### src/rtl/sparse_span_encoder_with_bbox_macros.svh
// Assertion macros shared by the span encoder RTL.
// Define ASSERT_OFF to compile the checks out.
`ifndef SPARSE_SPAN_ENCODER_WITH_BBOX_MACROS_SVH
`define SPARSE_SPAN_ENCODER_WITH_BBOX_MACROS_SVH

`ifndef ASSERT_OFF
`define SSE_ASSERT(name, clk, rst_n, prop) \
  name: assert property (@(posedge clk) disable iff (!rst_n) prop) \
    else $error("sse assertion failed");
`define SSE_ASSERT_NEVER(name, clk, rst_n, cond) \
  name: assert property (@(posedge clk) disable iff (!rst_n) !(cond)) \
    else $error("sse forbidden condition seen");
`else
`define SSE_ASSERT(name, clk, rst_n, prop)
`define SSE_ASSERT_NEVER(name, clk, rst_n, cond)
`endif

`endif

### src/rtl/sse_pkg.sv
// Shared types, constants and helpers for the span encoder.
// No dependencies; used by sse_core, sse_emit and the top level.
package sse_pkg;

  localparam int unsigned MAX_WIDTH_DEF  = 1024;
  localparam int unsigned MAX_HEIGHT_DEF = 1024;
  // largest size an 11-bit size register can hold
  localparam int unsigned CFG_SIZE_MAX   = 2047;

  localparam int unsigned ADDR_W  = 22;
  localparam int unsigned WORD_W  = 16;
  localparam int unsigned LEN_W   = 11;
  localparam int unsigned COORD_W = 11;
  localparam int unsigned BOX_W   = 10;
  localparam int unsigned SIZE_W  = 11;
  localparam int unsigned CFG_W   = 16;

  localparam logic [ADDR_W-1:0] WP_RESET    = 22'd2;
  localparam logic [ADDR_W-1:0] HDR_LO_ADDR = 22'd0;
  localparam logic [ADDR_W-1:0] HDR_HI_ADDR = 22'd1;

  typedef enum logic [1:0] {
    CFG_WIDTH  = 2'd0,
    CFG_HEIGHT = 2'd1,
    CFG_KEY    = 2'd2
  } cfg_idx_e;

  typedef enum logic {
    KIND_WORD    = 1'b0,
    KIND_SUMMARY = 1'b1
  } kind_e;

  // One pixel's worth of work, expanded into word writes by sse_emit.
  typedef struct packed {
    logic                run_new;
    logic                run_ext;
    logic                img_end;
    logic [WORD_W-1:0]   pixel;
    logic [COORD_W-1:0]  col;
    logic [COORD_W-1:0]  row;
    logic [ADDR_W-1:0]   wp;
    logic [ADDR_W-1:0]   la;
    logic [LEN_W-1:0]    run_len;
    logic [ADDR_W-1:0]   end_wp;
    logic                box_vld;
    logic [COORD_W-1:0]  min_col;
    logic [COORD_W-1:0]  max_col;
    logic [COORD_W-1:0]  min_row;
    logic [COORD_W-1:0]  max_row;
  } rec_t;

  // Last column/row index for a size register value: zero reads as one,
  // anything above lim reads as lim.
  function automatic logic [15:0] clamp_last(input logic [SIZE_W-1:0] v,
                                             input int unsigned lim);
    int unsigned c;
    c = 32'(v);
    if (c == 0) c = 1;
    if (c > lim) c = lim;
    return 16'(c - 32'd1);
  endfunction

endpackage

### src/rtl/sse_core.sv
// Pixel stage: input register, run/box/position state and the per-pixel
// request record register. Depends on sse_pkg and the assertion macros.
`include "sparse_span_encoder_with_bbox_macros.svh"

module sse_core #(
  parameter int unsigned MAX_WIDTH  = sse_pkg::MAX_WIDTH_DEF,
  parameter int unsigned MAX_HEIGHT = sse_pkg::MAX_HEIGHT_DEF
) (
  input  logic                       clk_i,
  input  logic                       rst_ni,
  input  logic                       cfg_we_i,
  input  logic [1:0]                 cfg_idx_i,
  input  logic [sse_pkg::CFG_W-1:0]  cfg_data_i,
  input  logic [sse_pkg::WORD_W-1:0] pixel_i,
  input  logic                       in_valid_i,
  output logic                       in_stall_o,
  output sse_pkg::rec_t              rec_o,
  output logic                       rec_valid_o,
  input  logic                       rec_take_i
);

  localparam int unsigned EFF_W = (MAX_WIDTH < sse_pkg::CFG_SIZE_MAX) ?
                                  MAX_WIDTH : sse_pkg::CFG_SIZE_MAX;
  localparam int unsigned EFF_H = (MAX_HEIGHT < sse_pkg::CFG_SIZE_MAX) ?
                                  MAX_HEIGHT : sse_pkg::CFG_SIZE_MAX;
  localparam int unsigned COL_W = (EFF_W > 1) ? $clog2(EFF_W) : 1;
  localparam int unsigned ROW_W = (EFF_H > 1) ? $clog2(EFF_H) : 1;
  localparam int unsigned CW    = sse_pkg::COORD_W;
  localparam int unsigned AW    = sse_pkg::ADDR_W;
  localparam int unsigned LW    = sse_pkg::LEN_W;

  logic [sse_pkg::WORD_W-1:0] key_q;
  logic [COL_W-1:0]           col_last_q;
  logic [ROW_W-1:0]           row_last_q;

  logic [sse_pkg::WORD_W-1:0] pix_q;
  logic                       pix_vld_q, pix_vld_d;

  logic [COL_W-1:0] column_q, column_d, min_col_q, min_col_d, max_col_q, max_col_d;
  logic [ROW_W-1:0] row_q, row_d, min_row_q, min_row_d, max_row_q, max_row_d;
  logic             in_run_q, in_run_d, box_vld_q, box_vld_d;
  logic [LW-1:0]    run_len_q, run_len_d;
  logic [AW-1:0]    len_addr_q, len_addr_d, wr_ptr_q, wr_ptr_d;

  sse_pkg::rec_t rec_q, rec_d;
  logic          rec_vld_q, rec_vld_d;

  logic fire, in_acc, nonkey, row_end, img_end;

  assign fire       = pix_vld_q && (!rec_vld_q || rec_take_i);
  assign in_stall_o = pix_vld_q && !fire;
  assign in_acc     = in_valid_i && !in_stall_o;

  assign rec_o       = rec_q;
  assign rec_valid_o = rec_vld_q;

  assign nonkey  = pix_q != key_q;
  assign row_end = column_q >= col_last_q;
  assign img_end = row_end && (row_q >= row_last_q);

  always_ff @(posedge clk_i or negedge rst_ni) begin
    if (!rst_ni) begin
      key_q      <= '0;
      col_last_q <= COL_W'(sse_pkg::clamp_last(11'd1024, MAX_WIDTH));
      row_last_q <= ROW_W'(sse_pkg::clamp_last(11'd1024, MAX_HEIGHT));
    end else if (cfg_we_i) begin
      case (cfg_idx_i)
        sse_pkg::CFG_WIDTH: begin
          col_last_q <= COL_W'(sse_pkg::clamp_last(cfg_data_i[10:0], MAX_WIDTH));
        end
        sse_pkg::CFG_HEIGHT: begin
          row_last_q <= ROW_W'(sse_pkg::clamp_last(cfg_data_i[10:0], MAX_HEIGHT));
        end
        sse_pkg::CFG_KEY: begin
          key_q <= cfg_data_i;
        end
        default: begin
        end
      endcase
    end
  end

  // Next image state and the record for the pixel in the input register.
  always_comb begin
    column_d   = column_q;
    row_d      = row_q;
    in_run_d   = in_run_q;
    run_len_d  = run_len_q;
    len_addr_d = len_addr_q;
    wr_ptr_d   = wr_ptr_q;
    min_col_d  = min_col_q;
    max_col_d  = max_col_q;
    min_row_d  = min_row_q;
    max_row_d  = max_row_q;
    box_vld_d  = box_vld_q;
    rec_d      = '0;

    rec_d.pixel = pix_q;
    rec_d.col   = CW'(column_q);
    rec_d.row   = CW'(row_q);
    rec_d.wp    = wr_ptr_q;

    if (nonkey) begin
      if (!box_vld_q) begin
        min_col_d = column_q;
        max_col_d = column_q;
        min_row_d = row_q;
        max_row_d = row_q;
        box_vld_d = 1'b1;
      end else begin
        if (column_q < min_col_q) min_col_d = column_q;
        if (column_q > max_col_q) max_col_d = column_q;
        if (row_q < min_row_q) min_row_d = row_q;
        if (row_q > max_row_q) max_row_d = row_q;
      end
      if (in_run_q) begin
        rec_d.run_ext = 1'b1;
        rec_d.la      = len_addr_q;
        wr_ptr_d      = wr_ptr_q + AW'(1);
        run_len_d     = run_len_q + LW'(1);
        rec_d.run_len = run_len_d;
      end else begin
        rec_d.run_new = 1'b1;
        len_addr_d    = wr_ptr_q + AW'(2);
        rec_d.la      = len_addr_d;
        wr_ptr_d      = wr_ptr_q + AW'(4);
        run_len_d     = LW'(1);
        rec_d.run_len = run_len_d;
        in_run_d      = 1'b1;
      end
    end else begin
      in_run_d = 1'b0;
    end

    if (row_end) begin
      column_d = '0;
      in_run_d = 1'b0;
      if (img_end) begin
        rec_d.img_end = 1'b1;
        rec_d.end_wp  = wr_ptr_d;
        rec_d.box_vld = box_vld_d;
        rec_d.min_col = CW'(min_col_d);
        rec_d.max_col = CW'(max_col_d);
        rec_d.min_row = CW'(min_row_d);
        rec_d.max_row = CW'(max_row_d);
        // start the next image from scratch
        row_d      = '0;
        run_len_d  = '0;
        len_addr_d = '0;
        wr_ptr_d   = sse_pkg::WP_RESET;
        min_col_d  = '0;
        max_col_d  = '0;
        min_row_d  = '0;
        max_row_d  = '0;
        box_vld_d  = 1'b0;
      end else begin
        row_d = row_q + ROW_W'(1);
      end
    end else begin
      column_d = column_q + COL_W'(1);
    end
  end

  always_comb begin
    if (in_acc) pix_vld_d = 1'b1;
    else if (fire) pix_vld_d = 1'b0;
    else pix_vld_d = pix_vld_q;

    if (fire) rec_vld_d = nonkey || img_end;
    else if (rec_take_i) rec_vld_d = 1'b0;
    else rec_vld_d = rec_vld_q;
  end

  always_ff @(posedge clk_i or negedge rst_ni) begin
    if (!rst_ni) begin
      pix_vld_q  <= 1'b0;
      rec_vld_q  <= 1'b0;
      column_q   <= '0;
      row_q      <= '0;
      in_run_q   <= 1'b0;
      run_len_q  <= '0;
      len_addr_q <= '0;
      wr_ptr_q   <= sse_pkg::WP_RESET;
      min_col_q  <= '0;
      max_col_q  <= '0;
      min_row_q  <= '0;
      max_row_q  <= '0;
      box_vld_q  <= 1'b0;
    end else begin
      pix_vld_q <= pix_vld_d;
      rec_vld_q <= rec_vld_d;
      if (fire) begin
        column_q   <= column_d;
        row_q      <= row_d;
        in_run_q   <= in_run_d;
        run_len_q  <= run_len_d;
        len_addr_q <= len_addr_d;
        wr_ptr_q   <= wr_ptr_d;
        min_col_q  <= min_col_d;
        max_col_q  <= max_col_d;
        min_row_q  <= min_row_d;
        max_row_q  <= max_row_d;
        box_vld_q  <= box_vld_d;
      end
    end
  end

  always_ff @(posedge clk_i) begin
    if (in_acc) pix_q <= pixel_i;
    if (fire) rec_q <= rec_d;
  end

  `SSE_ASSERT(a_rec_has_work, clk_i, rst_ni,
              rec_vld_q |-> (rec_q.run_new || rec_q.run_ext || rec_q.img_end))
  `SSE_ASSERT_NEVER(a_rec_one_run_kind, clk_i, rst_ni,
                    rec_vld_q && rec_q.run_new && rec_q.run_ext)
  `SSE_ASSERT(a_img_end_clears, clk_i, rst_ni,
              (fire && img_end) |=> (wr_ptr_q == sse_pkg::WP_RESET && !box_vld_q))

endmodule

### src/rtl/sse_emit.sv
// Request expander: walks a pixel record into word writes and image summary,
// one per unstalled cycle, into the output register. Needs sse_pkg, macros.
`include "sparse_span_encoder_with_bbox_macros.svh"

module sse_emit (
  input  logic                        clk_i,
  input  logic                        rst_ni,
  input  sse_pkg::rec_t               rec_i,
  input  logic                        rec_valid_i,
  output logic                        rec_take_o,
  output logic                        kind_o,
  output logic [sse_pkg::ADDR_W-1:0]  word_addr_o,
  output logic [sse_pkg::WORD_W-1:0]  word_value_o,
  output logic [sse_pkg::BOX_W-1:0]   box_x_o,
  output logic [sse_pkg::BOX_W-1:0]   box_y_o,
  output logic [sse_pkg::SIZE_W-1:0]  box_width_o,
  output logic [sse_pkg::SIZE_W-1:0]  box_height_o,
  output logic                        box_empty_o,
  output logic                        last_o,
  output logic                        out_valid_o,
  input  logic                        out_stall_i
);

  localparam int unsigned AW = sse_pkg::ADDR_W;
  localparam int unsigned WW = sse_pkg::WORD_W;
  localparam int unsigned BW = sse_pkg::BOX_W;
  localparam int unsigned SW = sse_pkg::SIZE_W;

  sse_pkg::rec_t cur_q;
  logic          cur_vld_q, cur_vld_d;
  logic [2:0]    step_q, step_d;

  logic [2:0] npx, total, end_step;
  logic       out_ready, emit, step_last, done;

  sse_pkg::kind_e    w_kind;
  logic [AW-1:0]     w_addr;
  logic [WW-1:0]     w_value;
  logic [BW-1:0]     w_box_x, w_box_y;
  logic [SW-1:0]     w_box_w, w_box_h;
  logic              w_empty;

  sse_pkg::kind_e    kind_q;
  logic [AW-1:0]     addr_q;
  logic [WW-1:0]     value_q;
  logic [BW-1:0]     box_x_q, box_y_q;
  logic [SW-1:0]     box_w_q, box_h_q;
  logic              empty_q, last_q;
  logic              out_vld_q, out_vld_d;

  // new run: x, y, length, pixel; growing run: pixel, length; image end: 3 more
  assign npx       = cur_q.run_new ? 3'd4 : (cur_q.run_ext ? 3'd2 : 3'd0);
  assign total     = npx + (cur_q.img_end ? 3'd3 : 3'd0);
  assign end_step  = step_q - npx;
  assign step_last = step_q == (total - 3'd1);

  assign out_ready  = !out_vld_q || !out_stall_i;
  assign emit       = cur_vld_q && out_ready;
  assign done       = emit && step_last;
  assign rec_take_o = rec_valid_i && (!cur_vld_q || done);

  always_comb begin
    w_kind  = sse_pkg::KIND_WORD;
    w_addr  = '0;
    w_value = '0;
    w_box_x = '0;
    w_box_y = '0;
    w_box_w = '0;
    w_box_h = '0;
    w_empty = 1'b0;
    if (step_q < npx) begin
      if (cur_q.run_new) begin
        w_addr = cur_q.wp + AW'(step_q[1:0]);
        case (step_q[1:0])
          2'd0:    w_value = WW'(cur_q.col);
          2'd1:    w_value = WW'(cur_q.row);
          2'd2:    w_value = WW'(1);
          default: w_value = cur_q.pixel;
        endcase
      end else if (step_q[0]) begin
        w_addr  = cur_q.la;
        w_value = WW'(cur_q.run_len);
      end else begin
        w_addr  = cur_q.wp;
        w_value = cur_q.pixel;
      end
    end else begin
      case (end_step[1:0])
        2'd0: begin
          w_addr  = sse_pkg::HDR_LO_ADDR;
          w_value = cur_q.end_wp[15:0];
        end
        2'd1: begin
          w_addr  = sse_pkg::HDR_HI_ADDR;
          w_value = WW'(cur_q.end_wp[AW-1:16]);
        end
        default: begin
          w_kind = sse_pkg::KIND_SUMMARY;
          if (cur_q.box_vld) begin
            w_box_x = cur_q.min_col[BW-1:0];
            w_box_y = cur_q.min_row[BW-1:0];
            w_box_w = SW'(cur_q.max_col - cur_q.min_col + SW'(1));
            w_box_h = SW'(cur_q.max_row - cur_q.min_row + SW'(1));
          end else begin
            w_empty = 1'b1;
          end
        end
      endcase
    end
  end

  always_comb begin
    if (rec_take_o) cur_vld_d = 1'b1;
    else if (done) cur_vld_d = 1'b0;
    else cur_vld_d = cur_vld_q;

    if (rec_take_o || done) step_d = '0;
    else if (emit) step_d = step_q + 3'd1;
    else step_d = step_q;

    if (emit) out_vld_d = 1'b1;
    else if (!out_stall_i) out_vld_d = 1'b0;
    else out_vld_d = out_vld_q;
  end

  always_ff @(posedge clk_i or negedge rst_ni) begin
    if (!rst_ni) begin
      cur_vld_q <= 1'b0;
      step_q    <= '0;
      out_vld_q <= 1'b0;
    end else begin
      cur_vld_q <= cur_vld_d;
      step_q    <= step_d;
      out_vld_q <= out_vld_d;
    end
  end

  always_ff @(posedge clk_i) begin
    if (rec_take_o) cur_q <= rec_i;
    if (emit) begin
      kind_q  <= w_kind;
      addr_q  <= w_addr;
      value_q <= w_value;
      box_x_q <= w_box_x;
      box_y_q <= w_box_y;
      box_w_q <= w_box_w;
      box_h_q <= w_box_h;
      empty_q <= w_empty;
      last_q  <= step_last;
    end
  end

  assign kind_o       = kind_q;
  assign word_addr_o  = addr_q;
  assign word_value_o = value_q;
  assign box_x_o      = box_x_q;
  assign box_y_o      = box_y_q;
  assign box_width_o  = box_w_q;
  assign box_height_o = box_h_q;
  assign box_empty_o  = empty_q;
  assign last_o       = last_q;
  assign out_valid_o  = out_vld_q;

  `SSE_ASSERT(a_cur_not_empty, clk_i, rst_ni, cur_vld_q |-> (total != 3'd0))
  `SSE_ASSERT(a_step_in_range, clk_i, rst_ni, cur_vld_q |-> (step_q < total))
  `SSE_ASSERT(a_summary_is_last, clk_i, rst_ni,
              (out_vld_q && kind_q == sse_pkg::KIND_SUMMARY) |-> last_q)

endmodule

### src/rtl/sparse_span_encoder_with_bbox.sv
// Span encoder: a pixel passes the input, record, expander and output registers.
// Results leave on the single result port: none for a key pixel (one pixel per
// cycle while no earlier record waits), two to grow a run, four to open a run,
// plus three at the last pixel of the image; out_stall_i can hold them.
// Reset: 1024x1024 image, key 0, counters cleared, write pointer at 2.
module sparse_span_encoder_with_bbox #(
  parameter int unsigned MAX_WIDTH  = sse_pkg::MAX_WIDTH_DEF,
  parameter int unsigned MAX_HEIGHT = sse_pkg::MAX_HEIGHT_DEF
) (
  input  logic                        clk_i,
  input  logic                        rst_ni,
  input  logic                        cfg_we_i,
  input  logic [1:0]                  cfg_idx_i,
  input  logic [sse_pkg::CFG_W-1:0]   cfg_data_i,
  input  logic [sse_pkg::WORD_W-1:0]  pixel_i,
  input  logic                        in_valid_i,
  output logic                        in_stall_o,
  output logic                        kind_o,
  output logic [sse_pkg::ADDR_W-1:0]  word_addr_o,
  output logic [sse_pkg::WORD_W-1:0]  word_value_o,
  output logic [sse_pkg::BOX_W-1:0]   box_x_o,
  output logic [sse_pkg::BOX_W-1:0]   box_y_o,
  output logic [sse_pkg::SIZE_W-1:0]  box_width_o,
  output logic [sse_pkg::SIZE_W-1:0]  box_height_o,
  output logic                        box_empty_o,
  output logic                        last_o,
  output logic                        out_valid_o,
  input  logic                        out_stall_i
);

  sse_pkg::rec_t rec;
  logic          rec_valid, rec_take;

  sse_core #(
    .MAX_WIDTH  (MAX_WIDTH),
    .MAX_HEIGHT (MAX_HEIGHT)
  ) u_core (
    .clk_i       (clk_i),
    .rst_ni      (rst_ni),
    .cfg_we_i    (cfg_we_i),
    .cfg_idx_i   (cfg_idx_i),
    .cfg_data_i  (cfg_data_i),
    .pixel_i     (pixel_i),
    .in_valid_i  (in_valid_i),
    .in_stall_o  (in_stall_o),
    .rec_o       (rec),
    .rec_valid_o (rec_valid),
    .rec_take_i  (rec_take)
  );

  sse_emit u_emit (
    .clk_i        (clk_i),
    .rst_ni       (rst_ni),
    .rec_i        (rec),
    .rec_valid_i  (rec_valid),
    .rec_take_o   (rec_take),
    .kind_o       (kind_o),
    .word_addr_o  (word_addr_o),
    .word_value_o (word_value_o),
    .box_x_o      (box_x_o),
    .box_y_o      (box_y_o),
    .box_width_o  (box_width_o),
    .box_height_o (box_height_o),
    .box_empty_o  (box_empty_o),
    .last_o       (last_o),
    .out_valid_o  (out_valid_o),
    .out_stall_i  (out_stall_i)
  );

endmodule
### config.mk
export PLATFORM = sky130hd
export DESIGN_NAME = sparse_span_encoder_with_bbox
export DESIGN_NICKNAME = d
export VERILOG_FILES = /design/src/rtl/sse_pkg.sv /design/src/rtl/sse_core.sv /design/src/rtl/sse_emit.sv /design/src/rtl/sparse_span_encoder_with_bbox.sv
export VERILOG_INCLUDE_DIRS = /design/src /design/src/rtl
export SDC_FILE = /design/constraint.sdc
export NUM_CORES = 1
export LEC_CHECK = 0
export ABC_AREA = 0
export ABC_CLOCK_PERIOD_IN_PS = 27000
export BUFFER_PORTS_ARGS = -buffer_cell sky130_fd_sc_hd__buf_2
export CORE_UTILIZATION = 36
export CTS_CLUSTER_DIAMETER = 60
export CTS_CLUSTER_SIZE = 20
export DETAILED_ROUTE_END_ITERATION = 12
export SYNTH_ARGS = -nofsm -noshare
export SYNTH_HDL_FRONTEND = slang
export SYNTH_SLANG_ARGS = --single-unit
### constraint.sdc
create_clock -name clk_i -period 27 [get_ports clk_i]
set_clock_uncertainty 0.2 [all_clocks]
set_input_delay 0 -clock clk_i [delete_from_list [all_inputs] [get_ports clk_i]]
set_output_delay 0 -clock clk_i [all_outputs]
set_load 0.02 [all_outputs]
==> impl_metrics.yaml <==
logic_synthesis:
  synthXorXnorAreaFrac_pct: 2.93
  yosys_register_bits: 573
  yosys.area_share.simple_pct: 10.6
  ys_seq_area_share_pct: 62.4
  syn_inst: 2155
  syn_area_um2: 26300
  synthMuxAreaShare_pct: 2.98
  syn-num-nets: 2310
  synthArstFlopShare_pct: 27.9
  synthAdderAreaFrac_pct: 5.60
  synth-edff-count: 413
  ys.flop_type: "edfxtp_1"
  syn_avg_cell_area_um2: 12.2
  ys_warn_count: 0
  synth_compound_area_share_pct: 11.9
  synth_top_family_by_area: "compound AO/OA/AOI/OAI gates"
  synth_cell_type_count: 66
detailed_routing:
  drt-pass1-iter-count: 6
  avgRoutedWirePerCell_um: 18.4
  drt_iter0_drc: 1565
  postRouteAntennaNets: 0
  wl_um: 60400
  drc: 0
  routed_via_density: 5.29
  vias: 17300
finish:
  final_nets: 2445
  fin_cells: 3275
  mostFrequentLayoutCells: "413 x edfxtp_1, 157 x nor2_1, 144 x o21ai_0, 138 x dfrtp_1, 128 x nand2_1"
  synthToLayoutAreaGrowth_pct: 14.1
  n_antenna_cell: 0
  drive_gt1_share_pct: 12.2
  finalInstanceArea_um2: 30000
  final_common_cell: "edfxtp_1"
floorplanning:
  pin_count: 124
  rows: 98
  dieArea_um2: 74200
  die_h_um: 272
  start_util_pct: 36.6
  core_area_um2: 71900
  die_w_um: 272
timing:
  setup_viol: 0
  post-route-min-period_ns: 5.51
  period_share_pct: 20.4
  hold_viol_final: 0
  setup_ws_ns: 21.49
  tightest_slew_ns: 1.19
  timing.fmax_mhz: 181
  max_slew_margin_pct: 20.3
  rsz0062_at_grt: "no"
  maxSlewViolCount: 0
  fin_tns_setup_ns: 0
clocking:
  ctsHoldBuffers: 65
  numCtsBuffers: 44
  clockBufferDepth: 3
  clk_pin_slew_ns: 0.08
  htree_levels: 2
  ctsRootBufferMaster: "clkbuf_16"
  cts_tree: "built"
  cts_resized: 0
  clkSinkCount: 573
  post_cts.repair.setup_buffers: 0
  insertion_delay_ns: 0.60
setup_path:
  critPathCaptureType: "flop"
  cp_cell_sequence: "buf_4, inv_1, nand2_1, ha_1, xor2_1, mux2i_1, a32oi_4, buf_4, inv_6, buf_4, buf_4, a22oi_1"
  crit_type: "flop to flop"
  crit_path_top_delay_cell: "buf_4"
  cp-startpoint: "u_emit.cur_q[162]$_DFFE_PP_"
  reg2reg_from: "u_emit.cur_q[162]$_DFFE_PP_"
  worstPathArrival_ns: 5.75
  required_ns: 27.24
  critical_path.most_common_cell: "buf_4"
  worst_setup_path_start_kind: "flop"
  worstReg2RegEnd: "u_core.max_row_q[1]$_DFFE_PN0P_"
  worst_path_largest_cell_delay_ns: 0.84
  cp_max_fo: 77
  reg2reg_depth: 12
  regToRegSetupSlack_ns: 21.49
place:
  placed_area_um2: 27900
  placedCellCount: 3129
  numPortBuffers: 123
  dp_hpwl_um: 41000
  place.gp.congestion: 0.838
  pre_cts_slack_ns: 21.48
grt:
  globalRouteOverflowTotal: 0
  antenna_found_initial: 0
  grt_pass1_vias: 17100
  grt_pass1_wl_um: 96300
  track_usage_pct: 16.3
  grt_start_max_net_pins: 158
worst_hold_path:
  whs_path_depth: 3
  hold_path_class: "input port to flop"
  min_to: "u_core.key_q[9]$_DFFE_PN0P_"
  worstHoldStart: "cfg_data_i[9]"
pwr:
  p_leak_nw: 11.4
  vdd_drop_max_uv: 56.8
  p_per_area_nw_per_um2: 93.7
status:
  outcome: "finished clean"
flow_run:
  maxCapViolCount: 0
## state kept, by name (all words and copies together), names as in the netlist, 11 cells and up
| register | cells |
|---|---|
| u_emit.word_addr_o | 22 |
| u_core.wr_ptr_q | 22 |
| u_emit.box_width_o | 11 |
| u_core.pix_q | 16 |
| u_emit.word_value_o | 16 |
| u_core.len_addr_q | 22 |
| u_core.rec_o | 157 |
| u_emit.cur_q | 157 |
| u_core.run_len_q | 11 |
| u_core.key_q | 16 |
| u_emit.box_height_o | 11 |
## final cells by class
type	instances	area, um^2
clock inverter	26	317
inverter	125	474
multi-input combinational	1339	9000
timing repair buffer	207	1430
tap	950	1190
clock buffer	55	1180
sequential	573	16400
fill	6709	41800
## per-stage QoR
step	total power, mW	utilization [%]	hold slack, ns
floorplan	1.89	-	-0.496
global placement	2.11	38.8	-0.0192
detailed placement	2.13	38.8	-0.0219
CTS	2.83	41.8	0.00807
global route	2.97	41.8	0.0422
finish	2.81	41.8	0.0510
## cell families (layout without fill, tap and decap cells)
| logic type | count (synthesis) | after routing |
|---|---|---|
| AO/OA/AOI/OAI | 486 | 486 |
| XOR/XNOR | 88 | 88 |
| adder cells (fa/ha/maj) | 116 | 116 |
| buffers and inverters | 243 | 413 |
| flip-flops | 573 | 573 |
| multiplexers | 75 | 75 |
| AND/OR/NAND/NOR | 574 | 574 |
## critical path: cells and delay by family (launching register included)
family                   cells  cell delay (ns)
buffers and inverters        6             3.28
multiplexers                 1             0.40
AO/OA/AOI/OAI                2             0.39
flip-flops                   1             0.33
adder cells (fa/ha/maj)      1             0.25
XOR/XNOR                     1             0.19
AND/OR/NAND/NOR              1             0.15
## synth_stat cells (all sizes together) (41+ instances only)
master / count / area share, %
xnor2: 62 / 2.1
edfxtp: 413 / 47
inv: 125 / 1.8
a21oi: 102 / 2.0
nand2: 128 / 1.8
dfrtp: 139 / 13
clkbuf: 90 / 1.3
a211oi: 47 / 1.4
o21ai: 149 / 2.8
a22o: 41 / 1.4
nor2: 158 / 2.3
ha: 113 / 5.4
nand3: 102 / 2.0
mux2i: 49 / 1.9
## power by group
group          leakage, nW  internal (mW)  switching, mW
combinational         4.77          0.290          0.550
sequential            5.88           1.17          0.112
clock                0.725          0.348          0.337
total                 11.4           1.81          0.999
## routing by layer
layer	part of all wire [%]	vias to the layer above	track usage (%)
met3	5.9	79	2.39
li1	-	8210	-
met4	1.9	0	4.33
met1	48	8488	24.2
met5	0	-	0
met2	44	533	24.8
## worst max-delay path by stage
stage,endpoint,cells after the start
finish,u_core.max_row_q[1]$_DFFE_PN0P_,12
global route,u_core.max_row_q[1]$_DFFE_PN0P_,12
CTS,u_core.max_col_q[2]$_DFFE_PN0P_,12
detailed placement,u_core.max_col_q[2]$_DFFE_PN0P_,12
global placement,u_core.rec_o[1]$_SDFFCE_PN0P_,11
floorplan,u_emit.cur_q[0]$_DFFE_PP_,10
(Power assumes the default switching activity.)
